`config.mk`:
```
export PLATFORM = sky130hd
export DESIGN_NAME = websocket_frame_decoder
export DESIGN_NICKNAME = d
export VERILOG_FILES = /design/src/rtl/wsfd_pkg.sv /design/src/rtl/wsfd_parser.sv /design/src/rtl/websocket_frame_decoder.sv
export SDC_FILE = /design/constraint.sdc
export NUM_CORES = 1
export LEC_CHECK = 0
export BUFFER_PORTS_ARGS = -buffer_cell sky130_fd_sc_hd__buf_2
export CAP_MARGIN = 15
export CORE_ASPECT_RATIO = 1.1
export CORE_MARGIN = 5
export CORE_UTILIZATION = 35
export CTS_CLUSTER_DIAMETER = 150
export DETAILED_ROUTE_END_ITERATION = 12
export GPL_TIMING_DRIVEN = 0
export PLACE_DENSITY = 0.54
export SLEW_MARGIN = 10
export SYNTH_ARGS = -nofsm -noshare
export SYNTH_HDL_FRONTEND = slang
export SYNTH_SLANG_ARGS = --single-unit
```
`constraint.sdc`:
```
create_clock -name clk -period 12 [get_ports clk]
set_input_delay 1.2 -clock clk [delete_from_list [all_inputs] [get_ports clk]]
set_output_delay 1.2 -clock clk [all_outputs]
set_load 0.01 [all_outputs]
```
`src/rtl/wsfd_pkg.sv`:
```
// Shared types and constants for the WebSocket frame decoder.
// No dependencies; used by wsfd_parser and websocket_frame_decoder.
package wsfd_pkg;

	// Seven-bit length codes that announce an extended length field
	localparam logic [6:0] LEN_EXT16 = 7'd126;
	localparam logic [6:0] LEN_EXT64 = 7'd127;

	// Extended-length and mask-key byte counts, minus one
	localparam logic [2:0] EXT16_CNT = 3'd1;
	localparam logic [2:0] EXT64_CNT = 3'd7;
	localparam logic [2:0] KEY_CNT   = 3'd3;

	localparam logic [3:0] OPC_CLOSE = 4'h8;

	// One result of the parser, before the output register
	typedef struct packed {
		logic       fire;
		logic [7:0] data;
		logic       has;
		logic       last;
		logic       cls;
		logic [3:0] opcode;
	} wsfd_res_t;

endpackage

```
`src/rtl/wsfd_parser.sv`:
```
// Frame header/payload state machine of the WebSocket frame decoder.
// Depends on wsfd_pkg; produces at most one result per accepted byte.
module wsfd_parser (
	input  logic              clk,
	input  logic              arst_n,
	input  logic              take,
	input  logic [7:0]        rx_byte,
	output wsfd_pkg::wsfd_res_t res
);
	import wsfd_pkg::*;

	typedef enum logic [2:0] {
		PH_HDR0,
		PH_HDR1,
		PH_EXTLEN,
		PH_MASKKEY,
		PH_PAYLOAD
	} phase_t;

	phase_t      phase_q, phase_d;
	logic [3:0]  opc_q, opc_d;
	logic        mask_q, mask_d;
	logic [2:0]  cnt_q, cnt_d;
	logic [63:0] rem_q, rem_d;
	logic [31:0] key_q, key_d;
	logic [1:0]  mph_q, mph_d;

	logic        len_done;
	logic [63:0] len_val;
	logic        start_pl;
	logic [63:0] rem_dec;
	logic [7:0]  key_byte;

	assign rem_dec = rem_q - 64'd1;

	always_comb begin
		unique case (mph_q)
			2'd0:    key_byte = key_q[31:24];
			2'd1:    key_byte = key_q[23:16];
			2'd2:    key_byte = key_q[15:8];
			default: key_byte = key_q[7:0];
		endcase
	end

	always_comb begin
		phase_d  = phase_q;
		opc_d    = opc_q;
		mask_d   = mask_q;
		cnt_d    = cnt_q;
		rem_d    = rem_q;
		key_d    = key_q;
		mph_d    = mph_q;
		len_done = 1'b0;
		len_val  = rem_q;
		start_pl = 1'b0;
		res      = '0;

		unique case (phase_q)
			PH_HDR1: begin
				mask_d = rx_byte[7];
				if (rx_byte[6:0] == LEN_EXT16 || rx_byte[6:0] == LEN_EXT64) begin
					rem_d   = '0;
					cnt_d   = (rx_byte[6:0] == LEN_EXT16) ? EXT16_CNT : EXT64_CNT;
					phase_d = PH_EXTLEN;
				end else begin
					len_done = 1'b1;
					len_val  = {57'd0, rx_byte[6:0]};
				end
			end
			PH_EXTLEN: begin
				rem_d = {rem_q[55:0], rx_byte};
				if (cnt_q == '0) begin
					len_done = 1'b1;
					len_val  = {rem_q[55:0], rx_byte};
				end else begin
					cnt_d = cnt_q - 3'd1;
				end
			end
			PH_MASKKEY: begin
				key_d = {key_q[23:0], rx_byte};
				if (cnt_q == '0) begin
					start_pl = 1'b1;
				end else begin
					cnt_d = cnt_q - 3'd1;
				end
			end
			PH_PAYLOAD: begin
				mph_d = mph_q + 2'd1;
				rem_d = rem_dec;
				if (rem_dec == '0) begin
					phase_d = PH_HDR0;
				end
				if (opc_q == OPC_CLOSE) begin
					// suppress close payload, flag only its end
					res.fire = (rem_dec == '0);
					res.last = 1'b1;
					res.cls  = 1'b1;
				end else begin
					res.fire = 1'b1;
					res.has  = 1'b1;
					res.data = mask_q ? (rx_byte ^ key_byte) : rx_byte;
					res.last = (rem_dec == '0);
				end
			end
			default: begin
				opc_d   = rx_byte[3:0];
				phase_d = PH_HDR1;
			end
		endcase

		// length known: go to mask key or straight to payload
		if (len_done) begin
			rem_d = len_val;
			if (mask_d) begin
				key_d   = '0;
				cnt_d   = KEY_CNT;
				phase_d = PH_MASKKEY;
			end else begin
				start_pl = 1'b1;
			end
		end

		// header complete: empty frame ends at once
		if (start_pl) begin
			mph_d = '0;
			if (rem_d == '0) begin
				phase_d  = PH_HDR0;
				res.fire = 1'b1;
				res.last = 1'b1;
				res.cls  = (opc_q == OPC_CLOSE);
			end else begin
				phase_d = PH_PAYLOAD;
			end
		end

		res.opcode = opc_d;
	end

	always_ff @(posedge clk or negedge arst_n) begin
		if (!arst_n) begin
			phase_q <= PH_HDR0;
			opc_q   <= '0;
			mask_q  <= 1'b0;
			cnt_q   <= '0;
			rem_q   <= '0;
			key_q   <= '0;
			mph_q   <= '0;
		end else if (take) begin
			phase_q <= phase_d;
			opc_q   <= opc_d;
			mask_q  <= mask_d;
			cnt_q   <= cnt_d;
			rem_q   <= rem_d;
			key_q   <= key_d;
			mph_q   <= mph_d;
		end
	end

endmodule

```
`src/rtl/websocket_frame_decoder.sv`:
```
// WebSocket frame decoder: one received byte per request, payload bytes out.
// A result appears on the outputs in the cycle after the byte that causes it is taken.
// Throughput: one byte per cycle while rx_stall is low; the parser state updates on each taken byte.
// A full output register that is stalled holds off the next byte.
// Reset (arst_n low, asynchronous): parser awaits a first header byte, no result held.
// Depends on wsfd_pkg and wsfd_parser.
module websocket_frame_decoder (
	input  logic       clk,
	input  logic       arst_n,
	// byte request channel
	input  logic       rx_valid,
	output logic       rx_stall,
	input  logic [7:0] rx_byte,
	// result request channel
	output logic       res_valid,
	input  logic       res_stall,
	output logic [7:0] data_byte,
	output logic       has_data,
	output logic       frame_end,
	output logic       is_close,
	output logic [3:0] frame_opcode
);
	import wsfd_pkg::*;

	logic      take;
	wsfd_res_t res;
	logic      res_valid_q;
	wsfd_res_t res_q;

	// Hold off input only when a finished result is still waiting
	assign rx_stall = res_valid_q && res_stall;
	assign take     = rx_valid && !rx_stall;

	// Header bytes, payload countdown and unmasking all live here
	wsfd_parser u_parser (
		.clk     (clk),
		.arst_n  (arst_n),
		.take    (take),
		.rx_byte (rx_byte),
		.res     (res)
	);

	// Output register: load a new result, or drop the old one once taken
	always_ff @(posedge clk or negedge arst_n) begin
		if (!arst_n) begin
			res_valid_q <= 1'b0;
		end else if (take && res.fire) begin
			res_valid_q <= 1'b1;
		end else if (!res_stall) begin
			res_valid_q <= 1'b0;
		end
	end

	// Result payload carries no reset
	always_ff @(posedge clk) begin
		if (take && res.fire) begin
			res_q <= res;
		end
	end

	assign res_valid    = res_valid_q;
	assign data_byte    = res_q.data;
	assign has_data     = res_q.has;
	assign frame_end    = res_q.last;
	assign is_close     = res_q.cls;
	assign frame_opcode = res_q.opcode;

`ifndef SYNTHESIS
	// A close result is an end marker with no data, on a close opcode
	a_close_shape: assert property (@(posedge clk) disable iff (!arst_n)
		res_valid && is_close |-> frame_end && !has_data && frame_opcode == OPC_CLOSE)
		else $error("close result malformed");

	// A result without data is always a frame end with a zero byte
	a_nodata_end: assert property (@(posedge clk) disable iff (!arst_n)
		res_valid && !has_data |-> frame_end && data_byte == 8'd0)
		else $error("empty result is not a frame end");

	// Input is held off only behind a waiting result
	a_stall_cause: assert property (@(posedge clk) disable iff (!arst_n)
		rx_stall |-> res_valid && res_stall)
		else $error("input stalled without a waiting result");
`endif

endmodule
```
==> results.toml, run 1 <==
[yosys]
ys_seq_area_share_pct = 30.7
syn_area_mm2 = 0.0104
ys_types = 86
ys.warnings.count = 0
avgSynthCellArea_um2 = 7.39
yosysTopAreaCell = "dfrtp_1"
synth-seq-cells = 125
synth_edf_count = 15
yosys.area_share.adder_pct = 1.25
synthSimpleGateAreaFrac_pct = 31.6
synth-compound-area-share_pct = 24.7
syn_inst = 1410
synthXorXnorAreaFrac_pct = 3.95
synth_top_family_by_area = "simple AND/OR/NAND/NOR gates"
yosysTopAreaCellShare_pct = 26.4
synthArstFlopShare_pct = 88.0
synth_mux_area_share_pct = 1.61
synth.area.top_cells = "dfrtp_1 26%, nand2_1 8.9%, o21ai_0 6.4%"
synth_nets = 1430
synth_flop_cell = "dfrtp_1"

[drt]
drt_wl_total_mm = 63.2
drtPass1Iterations = 6
final_antenna_net_count = 0
highest_layer = "met4"
dr_wl_met3_mm = 5.44
wl_met2_mm = 28.7
routed_via_density = 6.83
drtIter0Drc = 1840
drc = 0
dr_total_vias = 12615
wire_per_inst_um = 34.2
met1_length_mm = 24.0

[layout]
fillers = 3126
regArea_mm2 = 0.00320
nets = 1479
area_delta_synth_final_pct = 12.3
final_cell_count_no_fill = 1847
drive_above_1_share_pct = 7.47
design_area_mm2 = 0.0117
multi_input_area_mm2 = 0.00659
post-route-util_pct = 39.7

[pwr]
ir_worst_vdd_mv = 0.103
p_switching_uw = 2490
pwr-share-seq_pct = 16.8
pwr_density_cell_mw_per_mm2 = 353
clkPwrFrac_pct = 13.6
sw_frac_of_total_pct = 60.3
intPower_uw = 1640
p_leak_uw = 0.00434
power_frac_comb_pct = 69.6

[clock_tree]
numCtsBuffers = 17
cts_buffer_depth = 2
cts_max_level = 4
cts.reportedPaths.clkPinSlew_ps = 70
worstSkewPairLatency_ps = 450
holdBufCountCts = 0
cts_resized = 0
cts_root_buf = "clkbuf_16"
cts_tree = "yes"
cts_setup_buffers = 0
clock_sinks = 125

[place]
hpwl_mm = 47.9
dp_slack_ps = 5170
port_buffers = 25
placed_cell_area_mm2 = 0.0111
place.gp.congestion = 1.03
numPlacedInstances = 1813

[setup_path]
worst-path-buf-inv = 4
crit_top_cell = "clkbuf_1"
r2r_cells = 13
crit_path_start_kind = "register"
path_depth = 13
crit_chain = "clkbuf_1, nor2_1, nand2_1, clkbuf_1, clkbuf_1, buf_1, o221ai_1, o21ai_0, nand2_1, nor3_1, nand3_1, or4_4, a21oi_2"
worstSetupEndpointType = "register"
crit_end = "frame_opcode[0]"
critPathKind = "reg -> reg"
cp_slowest_stage_delay_ps = 800
cpLargestDelayFamily = "buffers and inverters"
worstPathArrival_ps = 6830
crit_path_start = "u_parser.phase_q[0]"
reg2reg_to = "frame_opcode[0]"
r2r-start = "u_parser.phase_q[0]"
r2r_slack_ps = 5240
required_ps = 12070
crit_path_top_delay_cell = "clkbuf_1"
cp_max_fo = 15

[outcome]
status = "completed"

[timing]
relSlewSlack_pct = 12.1
clock_skew_ps = 11.4
rsz0062_at_grt = "false"
worst_pin_slew_ps = 1310
fin_ws_ps = 5240
period_share_pct = 56.3
hold_viol = 0
setup_viol = 0
fmax_mhz = 148
drv_slew = 0
period_needed_ps = 6760
tns_ps = 0

[floorplanning]
die_h_um = 191
die_area_mm2 = 0.0333
pin_count = 29
rows = 66
core_mm2 = 0.0295
initial_core_util_pct = 35.4
die_w_um = 175

[global_routing]
grt_pass1_wl_mm = 89.7
grt_pass1_vias = 12018
grt_max_degree = 77
grtUsageTotal_pct = 37.3
antenna_found_initial = 0
gr-total-overflow = 0

[job]
drv_cap = 0

[min_path]
hp-class = "reg -> reg"
[registers in the layout (all words and copies together) (netlist names), 2 cells and up]
signal	cells
u_parser.opc_q	4
u_parser.rem_q	64
u_parser.mph_q	2
u_parser.key_q	32
u_parser.phase_q	3
frame_opcode	4
data_byte	8
u_parser.cnt_q	3
[metrics by stage]
step	hold slack [ps]	total power [uW]
floorplan	450	2290
global placement	473	3430
detailed placement	473	3410
CTS	488	3980
global route	532	4260
finish	487	4130
[power groups by stage]
stage	combinational, uW	clock [uW]	sequential (uW)
4_1_cts	2720	566	690
6_report	2880	563	693
5_1_grt	2960	586	711
2_1_floorplan	1640	0	657
3_3_place_gp	2740	0	695
3_5_place_dp	2710	0	698
[cells in the mapped netlist, types with 13 or more instances]
library cell,number
nand2_1,248
o21ai_0,133
clkbuf_1,128
dfrtp_1,110
a21oi_1,83
nor2_1,83
nor3_1,53
nand4_1,49
nor4_1,49
nand3_1,32
xnor2_1,31
inv_1,28
or4_1,26
xor2_1,16
edfxtp_1,15
a22oi_1,14
o22ai_1,14
o31ai_1,14
or3_1,14
a31oi_1,13
o21a_1,13
[cells in the final DEF, fill, tap and decap left out, types with 15 or more instances in the layout]
cell type  instances
clkbuf_1         128
a21oi_1           83
or4_1             26
edfxtp_1          15
clkbuf_16         17
nor4_1            48
buf_2             32
o21ai_0          132
dfrtp_1          110
nor3_1            53
xnor2_1           31
inv_1             28
nand3_1           32
xor2_1            16
nand2_1          248
nand4_1           49
nor2_1            83
[how the worst min path moves through the flow]
stage | start | endpoint | slack [ps] | cells after the start
global route | u_parser.cnt_q[0] | u_parser.cnt_q[0] | 530 | 1
CTS | u_parser.cnt_q[0] | u_parser.cnt_q[0] | 490 | 1
global placement | u_parser.cnt_q[0] | u_parser.cnt_q[0] | 470 | 1
detailed placement | u_parser.cnt_q[0] | u_parser.cnt_q[0] | 470 | 1
floorplan | u_parser.cnt_q[0] | u_parser.cnt_q[0] | 450 | 1
finish | u_parser.cnt_q[0] | u_parser.cnt_q[0] | 490 | 1
[final cells by class]
type / instances / share of cell area [%]
clock buffer: 17 / 3.63
clock inverter: 15 / 1.62
buffer: 141 / 4.60
sequential: 125 / 27.4
inverter: 28 / 0.898
timing repair buffer: 30 / 1.60
tap: 374 / 4.00
antenna: 1 / 0.0214
multi-input combinational: 1116 / 56.3
[metal layers]
metal  vias to the layer above  track usage, %
li1                       5336               -
met1                      6164            46.1
met2                       868            60.6
met3                       247            5.93
met4                         0            24.2
met5                         -               0
[cell families after synthesis]
family / Yosys count
buffers and inverters: 169
DFF: 125
AOI/OAI and AO/OA: 399
muxes: 16
xor gates and xnor gates: 47
and+or+nand+nor: 643
adders and majority gates: 11
(Power assumes the default switching activity.)
==> run 2, diff against run 1 <==
--- a/config.mk
+++ b/config.mk
@@ -13,7 +13,7 @@
 export CTS_CLUSTER_DIAMETER = 150
 export DETAILED_ROUTE_END_ITERATION = 12
 export GPL_TIMING_DRIVEN = 0
-export PLACE_DENSITY = 0.54
+export PLACE_DENSITY = 0.56
 export SLEW_MARGIN = 10
 export SYNTH_ARGS = -nofsm -noshare
 export SYNTH_HDL_FRONTEND = slang
==> constraint.sdc (replaced) <==
create_clock -name clk -period 6.1 [get_ports clk]
set_input_delay 0.61 -clock clk [delete_from_list [all_inputs] [get_ports clk]]
set_output_delay 0.61 -clock clk [all_outputs]
set_load 0.01 [all_outputs]
==> results.toml, run 2 (synthesized netlist as in run 1, its figures left out) <==
[drt]
routed_via_density = 6.87
final_antenna_net_count = 0
drt_wl_total_mm = 61.0
drc = 0
wire_per_inst_um = 33.1
drtIter0Drc = 1938
drtPass1Iterations = 8
dr_total_vias = 12684

[timing]
whs_ps = 93.1
hold_viol = 0
setup_viol = 16
clock_skew_ps = 13.0
period_needed_ps = 6240
fin_ws_ps = -141
period_share_pct = 102
drv_slew = 0
fmax_mhz = 160
worst_pin_slew_ps = 1400
rsz0062_at_grt = "false"
relSlewSlack_pct = 5.49

[setup_path]
worstSetupEndpointType = "register"
r2r_cells = 13
crit_path_top_delay_cell = "buf_1"
worst-path-buf-inv = 5
cp_slowest_stage_delay_ps = 780
required_ps = 6470
critPathKind = "reg -> reg"
worstPathArrival_ps = 6610
crit_chain = "clkbuf_1, nor2_1, nand2_1, clkbuf_2, clkbuf_2, buf_1, clkbuf_1, o22ai_1, a2111oi_0, nand4_1, nor4_1, a221oi_1, nor2_1"
r2r-start = "u_parser.phase_q[0]"
r2r_slack_ps = -140
reg2reg_to = "res_valid"
crit_path_start_kind = "register"
cp_max_fo = 10
cpLargestDelayFamily = "buffers and inverters"

[pwr]
p_leak_uw = 0.00434
pwr_density_cell_mw_per_mm2 = 690
ir_worst_vdd_mv = 0.221

[clock_tree]
cts_max_level = 4
clock_sinks = 125
numCtsBuffers = 17
cts.reportedPaths.clkPinSlew_ps = 70
cts_buffer_depth = 2
cts_root_buf = "clkbuf_16"
worstSkewPairLatency_ps = 450
holdBufCountCts = 0
cts_tree = "yes"

[layout]
fillers = 3106
final_cell_mix = "248 x nand2_1, 132 x o21ai_0, 126 x clkbuf_1, 110 x dfrtp_1"
nets = 1477
final_cell_count_no_fill = 1845
area_delta_synth_final_pct = 12.4
largest_reg_flops = 64
final_common_cell = "nand2_1"
design_area_mm2 = 0.0117
max_flop_register = "u_parser.rem_q"
drive_above_1_share_pct = 7.62
post-route-util_pct = 39.8

[global_routing]
grtUsageTotal_pct = 35.8
grtUsageMet2_pct = 55.1
antenna_found_initial = 1
grt_pass1_vias = 11904
grt_max_degree = 65
grt.busiest_layer = "met2"
gr-total-overflow = 0
use_met3_pct = 6.67
use_met1_pct = 46.0
grt_pass1_wl_mm = 86.7

[floorplanning]
die_w_um = 175
die_h_um = 191
initial_core_util_pct = 35.4
die_area_mm2 = 0.0333
core_mm2 = 0.0295
pin_count = 29
rows = 66

[min_path]
hp-class = "in -> async"

[place]
place.gp.congestion = 1.04
placed_cell_area_mm2 = 0.0111
numPlacedInstances = 1811
hpwl_mm = 45.9
dp_slack_ps = -421
port_buffers = 25

[outcome]
status = "finished, violations left"
violations = "negative setup slack"

[job]
drv_cap = 0
[run 2: how the worst max path moves through the flow]
stage | end | slack (ps) | cells after the start | start
2_1_floorplan | data_byte[0] | 1390 | 11 | u_parser.rem_q[28]
3_3_place_gp | data_byte[2] | -460 | 11 | u_parser.rem_q[0]
3_5_place_dp | data_byte[2] | -420 | 13 | u_parser.phase_q[0]
4_1_cts | frame_opcode[2] | 180 | 11 | u_parser.rem_q[0]
5_1_grt | frame_opcode[2] | 20 | 11 | u_parser.rem_q[0]
6_report | res_valid | -140 | 13 | u_parser.phase_q[0]
[run 2: cell type report]
cell class	instances	area [um^2]	share of cell area (%)
antenna	1	2.50	0.0214
buffer	141	541	4.61
clock buffer	17	425	3.63
clock inverter	15	191	1.63
inverter	28	105	0.897
multi-input combinational	1116	6610	56.4
sequential	125	3200	27.3
tap	374	468	3.99
timing repair buffer	28	174	1.48
[run 2: timing repair]
item | CTS | global route
gates resized for setup | 5 | 1
gates cloned | 0 | 0
endpoints found under the hold margin | 0 | 0
buffers inserted | 0 | 1
setup endpoints to repair | 16 | 15
[run 2: per-layer routing]
| metal | routed length, um | vias up |
|---|---|---|
| met5 | 12 | - |
| met4 | 4740 | 2 |
| met3 | 6330 | 235 |
| met2 | 26800 | 957 |
| met1 | 23200 | 6146 |
| li1 | - | 5344 |
[run 2: report_power, final]
part | leakage [uW] | switching [uW] | total, uW | internal, uW
Sequential | 0.00161 | 230 | 1360 | 1130
Clock | 0.000298 | 531 | 1090 | 558
Combinational | 0.00243 | 4130 | 5640 | 1510
[run 2: stage by stage]
step,setup TNS (ps),power [uW]
3_5_place_dp,-6620,6640
2_1_floorplan,0,4510
4_1_cts,0,7760
3_3_place_gp,-7100,6670
6_report,-1080,8090
5_1_grt,0,8320
==> run 3, diff against run 2 <==
--- a/config.mk
+++ b/config.mk
@@ -9,12 +9,14 @@
 export CAP_MARGIN = 15
 export CORE_ASPECT_RATIO = 1.1
 export CORE_MARGIN = 5
-export CORE_UTILIZATION = 35
+export CORE_UTILIZATION = 40
 export CTS_CLUSTER_DIAMETER = 150
 export DETAILED_ROUTE_END_ITERATION = 12
 export GPL_TIMING_DRIVEN = 0
-export PLACE_DENSITY = 0.56
+export PLACE_DENSITY = 0.61
 export SLEW_MARGIN = 10
 export SYNTH_ARGS = -nofsm -noshare
 export SYNTH_HDL_FRONTEND = slang
+export SYNTH_HIERARCHICAL = 1
 export SYNTH_SLANG_ARGS = --single-unit
+export TNS_END_PERCENT = 10
==> results.toml, run 3 <==
[outcome]
status = "completed"

[yosys]
ys.warnings.count = 6
synth_edf_count = 15
yosysTopAreaCell = "dfrtp_1"
yosysTopAreaCellShare_pct = 27.3
avgSynthCellArea_um2 = 7.52
ys_seq_area_share_pct = 31.8
ys_types = 90
synth.area.top_cells = "dfrtp_1 27%, nand2_1 7.4%, o21ai_0 6.1%"
synth_flop_cell = "dfrtp_1"
synth-seq-cells = 125
synthArstFlopShare_pct = 88.0
synth_nets = 1359
syn_inst = 1339
synth_most_common_cell = "nand2_1"
syn_area_mm2 = 0.0101
synth_top_cells_by_count = "198 x nand2_1, 122 x clkbuf_1, 122 x o21ai_0"

[floorplanning]
rows = 61
die_w_um = 161
die_area_mm2 = 0.0285
initial_core_util_pct = 40.2
die_h_um = 176
core_mm2 = 0.0250
pin_count = 29

[setup_path]
reg2reg_to = "data_byte[1]"
required_ps = 6240
crit_chain = "clkbuf_1, or4_1, nor3_2, nand4_1, or4_1, nand3_1, nor4b_1, nand4_1, nor4_2, nand4_2, nand2_1, nand2_1, nor2_2, buf_8"
crit_path_start = "u_parser/rem_q[19]"
cp_max_fo = 14
worstPathArrival_ps = 6090
r2r_slack_ps = 140
worstSetupEndpointType = "register"
crit_path_start_kind = "register"
cpLargestDelayFamily = "simple AND/OR/NAND/NOR gates"
path_depth = 14
cp_slowest_stage_delay_ps = 740
crit_path_top_delay_cell = "or4_1"
r2r-start = "u_parser/rem_q[19]"
r2r_cells = 14
worst-path-buf-inv = 2
crit_end = "data_byte[1]"
critPathKind = "reg -> reg"

[timing]
tns_ps = 0
hold_viol = 0
setup_viol = 0
worst_pin_slew_ps = 1180
relSlewSlack_pct = 21.2
clock_skew_ps = 13.3
period_share_pct = 97.7
fmax_mhz = 168
rsz0062_at_grt = "false"
whs_ps = 59.8
drv_slew = 0
period_needed_ps = 5960

[clock_tree]
clock_sinks = 125
worstSkewPairLatency_ps = 440
cts_max_level = 4
cts_root_buf = "clkbuf_16"
numCtsBuffers = 17
cts_setup_buffers = 0
cts_tree = "yes"
cts_buffer_depth = 2
cts.reportedPaths.clkPinSlew_ps = 70

[pwr]
power_frac_comb_pct = 63.4
sw_frac_of_total_pct = 57.1
intPower_uw = 2940
clkPwrFrac_pct = 15.3
pwr_density_cell_mw_per_mm2 = 610
pwr-share-seq_pct = 21.3
p_leak_uw = 0.00409
p_switching_uw = 3920
ir_worst_vdd_mv = 0.211

[drt]
dr_total_vias = 11896
drtIter0Drc = 1812
final_antenna_net_count = 0
drc = 0
drtPass1Iterations = 8
wire_per_inst_um = 31.2
drt_wl_total_mm = 53.6
routed_via_density = 6.93

[global_routing]
grt_pass1_vias = 11147
grtUsageTotal_pct = 37.0
grt_pass1_wl_mm = 78.2
grt_max_degree = 80
gr-total-overflow = 0
antenna_found_initial = 1

[layout]
final_cell_mix = "198 x nand2_1, 122 x o21ai_0, 120 x clkbuf_1, 120 x a21oi_1, 114 x nor2_1"
final_common_cell = "nand2_1"
max_flop_register = "u_parser/rem_q"
nets = 1408
area_delta_synth_final_pct = 11.7
largest_reg_flops = 64
n_antenna_cell = 0
drive_above_1_share_pct = 9.49

[min_path]
hp-class = "in -> async"

[job]
drv_cap = 0

[place]
port_buffers = 28
place.gp.congestion = 1.02
hpwl_mm = 39.4
-- run 3: changes by cell type after synthesis, sizes merged, moves of 8 or more --
| cell | delta |
|---|---|
| nand2 | -49 |
| a21oi | +34 |
| nor2 | +32 |
| nand4 | -18 |
| nor3 | -17 |
| mux2 | +14 |
| xnor2 | -13 |
| nor4 | -12 |
| a22oi | -11 |
| nand3 | -8 |
| o21a | -8 |
| or2 | +8 |
-- run 3: kinds of logic after synthesis --
family / Yosys count / share of synthesized area [%]
mux: 30 / 3.23
buf+inv: 163 / 6.33
fa+ha+maj: 9 / 1.09
flops: 125 / 31.8
compound gates: 422 / 26.4
xor+xnor: 34 / 2.96
simple gates: 556 / 28.2
-- run 3: metrics by stage --
stage | utilization [%] | instances | power (uW) | cell area, um^2 | setup WS (ps)
3_3_place_gp | 42.4 | 1682 | 5580 | 10600 | -863
3_5_place_dp | 42.6 | 1684 | 5570 | 10700 | 86.4
4_1_cts | 44.9 | 1716 | 6630 | 11200 | 59.9
2_1_floorplan | - | 1339 | 3970 | 10100 | 1470
6_report | 45.0 | 1716 | 6870 | 11300 | 142
5_1_grt | 45.0 | 1716 | 7110 | 11300 | 31.8
-- run 3: power groups by stage --
stage	Clock [uW]	Combinational, uW	Sequential [uW]
after floorplan	0	2630	1350
after global placement	0	4120	1450
after detailed placement	0	4120	1460
after CTS	1060	4130	1440
after global routing	1100	4530	1490
final	1050	4350	1460
-- run 3: timing repair --
item / 4_1_cts / 5_1_grt
endpoints found under the setup margin: 0 / 15
gates resized for setup: 0 / 7
hold buffers: 0 / 0
-- run 3: worst min path at each step --
stage	cells past startpoint	end	startpoint	slack, ps
floorplan	0	res_valid	arst_n	310
finish	1	u_parser/rem_q[44]	arst_n	60
global placement	1	u_parser/cnt_q[0]	u_parser/cnt_q[0]	480
global route	1	u_parser/rem_q[26]	arst_n	90
detailed placement	1	u_parser/cnt_q[0]	u_parser/cnt_q[0]	480
CTS	1	u_parser/rem_q[44]	arst_n	60
-- run 3: area by class of cell --
class                   instances  area [um^2]
fillers                      2625        13800
multi-input cells            1051         6260
flip-flops and latches        125         3200
plain buffers                 139          551
clock buffers                  17          425
well taps                     315          394
repair buffers                 30          189
clock inverters                15          144
inverters                      24         90.1
-- run 3: routing by layer --
layer  vias to the layer above  GRT usage [%]  wire length [um]
li1                       5056              -                 -
met1                      5722           48.9             21100
met2                       901           58.0             23400
met3                       217           6.79              5530
met4                         0           18.9              3480
met5                         -              0                 0
